$ cat src/prrs_pkg.sv
// Package: shared types and constants for the priority read request scheduler
`default_nettype none
package prrs_pkg;
    localparam logic [1:0] MODE_INSERT = 2'd0;
    localparam logic [1:0] MODE_POP    = 2'd1;
    localparam logic [1:0] MODE_CHPRI  = 2'd2;

    typedef struct packed {
        logic [1:0]  mode;
        logic [7:0]  tag;
        logic [7:0]  pri;
        logic        rd;
        logic [47:0] endp;
    } prrs_cmd_t;
endpackage
`default_nettype wire

$ cat src/prrs_front.sv
// Front end: accept transactions, mask the tag and hold them in a short queue
`default_nettype none
module prrs_front
    import prrs_pkg::*;
#(
    parameter int TAG_BITS = 8
)
(
    input  wire logic        clk,
    input  wire logic        rst_n,
    input  wire logic        in_valid,
    output logic             in_stall,
    input  wire logic [1:0]  mode,
    input  wire logic [7:0]  op_tag,
    input  wire logic [7:0]  priority_req,
    input  wire logic        is_read,
    input  wire logic [47:0] end_position,
    output logic             cmd_valid,
    output prrs_cmd_t        cmd,
    input  wire logic        cmd_take
);
    localparam logic [7:0] TagMask = 8'((9'd1 << TAG_BITS) - 9'd1);

    prrs_cmd_t  q_reg [2];
    logic [1:0] cnt_reg;
    logic       wp_reg, rp_reg;
    logic       push, pop;

    assign in_stall  = (cnt_reg == 2'd2);
    assign push      = in_valid && !in_stall;
    assign pop       = cmd_take && (cnt_reg != 2'd0);
    assign cmd_valid = (cnt_reg != 2'd0);
    assign cmd       = q_reg[rp_reg];

    // Advance queue pointers and count
    always_ff @(posedge clk or negedge rst_n)
    begin
        if (!rst_n)
        begin
            cnt_reg <= 2'd0;
            wp_reg  <= 1'b0;
            rp_reg  <= 1'b0;
        end
        else
        begin
            if (push) wp_reg <= !wp_reg;
            if (pop)  rp_reg <= !rp_reg;
            cnt_reg <= cnt_reg + 2'(push) - 2'(pop);
        end
    end

    // Store the incoming transaction
    always_ff @(posedge clk)
    begin
        if (push)
        begin
            q_reg[wp_reg].mode <= mode;
            q_reg[wp_reg].tag  <= op_tag & TagMask;
            q_reg[wp_reg].pri  <= priority_req;
            q_reg[wp_reg].rd   <= is_read;
            q_reg[wp_reg].endp <= end_position;
        end
    end
endmodule
`default_nettype wire

$ cat config.mk
export PLATFORM = sky130hd
export DESIGN_NAME = prrs_front
export DESIGN_NICKNAME = d
export VERILOG_FILES = /design/src/prrs_pkg.sv /design/src/prrs_front.sv
export SDC_FILE = /design/constraint.sdc
export NUM_CORES = 1
export LEC_CHECK = 0
export ABC_AREA = 1
export BUFFER_PORTS_ARGS = -buffer_cell sky130_fd_sc_hd__buf_2
export CAP_MARGIN = 20
export CORE_MARGIN = 2
export CORE_UTILIZATION = 47
export DETAILED_ROUTE_END_ITERATION = 12
export PLACE_DENSITY = 0.86
export SYNTH_ARGS = -nofsm -noshare
export SYNTH_HDL_FRONTEND = slang
export SYNTH_SLANG_ARGS = --single-unit
$ cat constraint.sdc
create_clock -name clk -period 4.25 [get_ports clk]
set_clock_uncertainty 0.1 [all_clocks]
set_input_delay 0.6375 -clock clk [delete_from_list [all_inputs] [get_ports clk]]
set_output_delay 0.6375 -clock clk [all_outputs]
set_load 0.02 [all_outputs]
After elaboration in Yosys (flattened, before gate mapping)
Memories as Yosys holds them, arrays and structs flattened. Cells that the tools add are included.

Register bits after elaboration: 4. Bits in writable memories: 134. Input port bits: 71. Output and inout port bits: 69. Memories kept: 1.

Memories: q_reg (words 2, bits a word 67, rd ports 1, clocked after Yosys merged registers in 0, write ports 1, line prrs_front.sv:24) `prrs_cmd_t q_reg [2];`.

Add/subtract/negate cells: 2. Equal/unequal tests: 1. Mux-type cells: 2. Reductions and logical operators: 6.

Operator list (count): logical NOT 1 bit (3); adder 2 x 1 -> 2 bit (1); equality test 2 bit, second input constant (1); logical AND 1 bit (2); 2-to-1 mux 1 bit (2); nonzero test 2 bit (1); subtractor 2 x 1 -> 2 bit (1).

Logic depth before layout (Yosys ltp)
Depth in word-level cells: 5. Mapped depth: 10. Gate-level depth less buffers: 10.

Worst setup path before layout
Ideal clock, no wire load.

Path type: input -> register. Start point: in in_valid. End point: mem q_reg[1][0] (netlist bit), enable pin. Setup time: 0.492 ns. Arrival time: 3.520 ns. Required time: 3.658 ns. Slack: 0.138 ns. Cell stages on the path: 2. Cells stage by stage: nand2_1 > nor2_1.

Longest elaborated chain between the ends: 3.

Ends and longest elaborated chain: start, declared (line prrs_front.sv:11) `input wire logic in_valid,`; logical AND 1 bit (line prrs_front.sv:30) `assign push = in_valid && !in_stall;`; 2-to-1 mux 1 bit (line prrs_front.sv:55) `if (push)`; 2-to-1 mux 1 bit (implied by the code) (line prrs_front.sv:61) `q_reg[wp_reg].endp <= end_position;`; end, declared (line prrs_front.sv:24).

Every way passes these cells.

==> impl_results.md <==
- Status: completed
- Worst r2r path cells: 5
- Share of cells above drive strength 1: 0.326
- Die area: 11700 sq um
- Adder-cell area share of the yosys netlist: 0.00489
- Detailed placement HPWL: 5920 microns
- Post-cts resize count: 0
- Detailed Routing Iterations Pass 1: 4
- Hold Path End: q_reg[1][29]
- WL/cell: 14.0 microns
- Final Max Slew Viols: 0
- Largest family of logic cells by synthesized area: simple AND/OR/NAND/NOR gates
- Sequential-to-total area share from yosys stat: 0.806
- Power per cell area: 764 nW/um^2
- Share of the clock period used by the worst path: 0.622
- GPL Wtd Cong: 0.758
- Net Sw Power: 0.00178 W
- Core Region: 10700 sq um
- DRT iter0 DRCs: 174
- First-pass GRT wire length: 14400 microns
- Routed Wire Length: 9590 microns
- Syn-to-layout area delta: 27.4%
- Clock Sinks: 138
- Number of port buffers: 139
- Fin Setup TNS: 0 ns
- RSZ-0062 raised after global routing: false
- Crit path kind: flip-flop to primary output
- Ys async rst share: 0.0290
- Insertion delay to the later sink of the worst-skew pair: 0.51 ns
- Via density per instance: 4.71
- Avg Inst Size Synth: 13.4 sq um
- Critical Path Fanout Max: 68
- Rel. slew slack: 0.402
- Antenna violations before repair: 0
- Sw frac: 0.357
- FF-to-FF Start: cnt_reg[0]
- Seq. cell area: 4130 sq um
- Placed Cells: 650
- Biggest area consumer among synthesized cells: edfxtp_1
- Synth Area in Compound Gates: 0
- Hold_sp: end_position[29]
- Yosys top cell area share: 0.787
- Most numerous cell in the Yosys netlist: nand2_1
- Gr usage total: 0.166
- EDFF count, synth: 134
- Longest Clk Path Bufs: 2
- Worst EP required: 3.51 ns
- Fmax: 378 MHz
- Mapped Nets: 456
- Mux contribution to synthesized area: 0
- Worst path arrival time: 1.91 ns
- Max reg flops: 134
- Area after DPL: 5910 sq um
- CP Capture Type: primary output
- P_int: 0.00320 W
- Detailed-route via count: 3224
- Num CTS Buffers: 17
- Worst R2R End: q_reg[0][8]
- Post-synth cell types: 11
- Simple-Gate Fraction of Synth Area: 0.161
- Cell Area, Synth: 5110 sq um
- Clock transition at path regs: 0.06 ns
- H-tree depth: 4
- Die width: 108 microns
- Part of the power in the clock network: 0.283
- Flop2flop setup slack: 2.03 ns
- Post-layout instance area: 6510 sq um
- I/O pin total: 140
- Nets: 604
- Final ANT Viol Nets: 0
- VDD IR-drop max: 327 uV
- Crit path time final: 2.64 ns
- Vias in the first global route: 3105
- Critical path launch point type: flip-flop
- Maxcap violations: 0
- Comb pwr share: 0.327
- Hold depth: 1
- Area contributors post-synth: edfxtp_1 (79%), nand2_1 (16%), dfrtp_1 (2.0%)
- Final setup fails: 0
- CTS Root Cell: clkbuf_8
- Part of the power in registers: 0.389
- Lkg Pwr: 2.87 nW
- Largest net degree at the start of global routing: 69
- Top FF cell, synth: edfxtp_1
- Final Hold Viols: 0
- Post-Layout Cell Count: 684
- Post-Syn Instances: 383
- Row Count: 38
- Yosys reg bits: 138
- Min-Delay Path Class: primary input to flip-flop
- Die H: 108 microns
- DRC Markers: 0
- Worst Tran Pin Value: 0.897 ns
- CTS tree: built
- Total gr overflow: 0
- Synth top cells by count: nand2_1 (214), edfxtp_1 (134), buf_2 (9), inv_1 (9)
- Post-synthesis xor/xnor area fraction: 0
- Initial Utilization: 0.476
- Multi-input gate area: 855 sq um
- # fillers: 827
- Yosys warning count: 0
==> worst max-delay path, cell delays in order, from the launching register on <==
cell and delay (ns):
dfrtp_2 0.36, buf_4 0.55, nand2_1 0.14, nand2_1 0.12, buf_2 0.16
==> routing by layer <==
metal | wire [microns] | vias up | track usage | share of wire
met3 | 736 | 18 | 0.0633 | 0.077
met5 | 0 | - | 0 | 0
li1 | - | 1583 | - | -
met2 | 4840 | 128 | 0.278 | 0.50
met4 | 172 | 0 | 0.0742 | 0.018
met1 | 3840 | 1495 | 0.192 | 0.40
==> kinds of logic after synthesis <==
group         Yosys count
simple gates          218
flops                 138
buf+inv                25
fa+ha+maj               2
==> worst max path at each step <==
stage	slack (ns)	endpoint	startpoint
global route	1.49	cmd[27]	rp_reg
detailed placement	1.81	q_reg[0][24]	in_valid
finish	1.61	cmd[53]	rp_reg
global placement	1.84	q_reg[0][23]	in_valid
floorplan	0.14	q_reg[1][0]	in_valid
CTS	1.25	cmd[27]	rp_reg
==> power groups by stage <==
stage | clock network, W | registers (W) | logic (W)
6_report | 0.00141 | 0.00194 | 0.00163
5_1_grt | 0.00150 | 0.00196 | 0.00180
4_1_cts | 0.00144 | 0.00194 | 0.00164
3_5_place_dp | 0 | 0.00196 | 0.00163
3_3_place_gp | 0 | 0.00195 | 0.00160
2_1_floorplan | 0 | 0.00196 | 0.00113
==> through the flow <==
stage	hold slack, ns	setup WS [ns]	utilization	power, W
after floorplan	0.242	0.138	-	0.00309
after global placement	0.346	1.84	0.550	0.00354
after detailed placement	0.352	1.81	0.550	0.00359
after CTS	0.177	1.25	0.604	0.00502
after global routing	0.175	1.49	0.606	0.00526
final	0.208	1.61	0.606	0.00497
==> layout by cell type (no fill, tap or decap), drive strengths merged <==
cell type    Yosys  routed
nand2          214     214
buf             15     143
edfxtp         134     134
clkbuf           0      17
inv             10      10
clkinv           0       9
dfrtp            4       4
nand3            3       3
bufinv           0       3
ha               2       2
clkinvlp         0       2
diode            0       1
nor2             1       1
dlygate4sd3      0       1
==> area by class of cell <==
class	instances	share of cell area
inverter	10	0.00576
clock buffer	17	0.0636
antenna	1	0.000384
tap	140	0.0269
multi-input combinational	220	0.131
clock inverter	14	0.0240
sequential	138	0.633
timing repair buffer	144	0.115
==> timing repair <==
item | 4_1_cts | 5_1_grt
setup buffers | 0 | 0
hold buffers | 1 | 0
endpoints found under the hold margin | 4 | 0
Power figures use the tool's default switching activity.
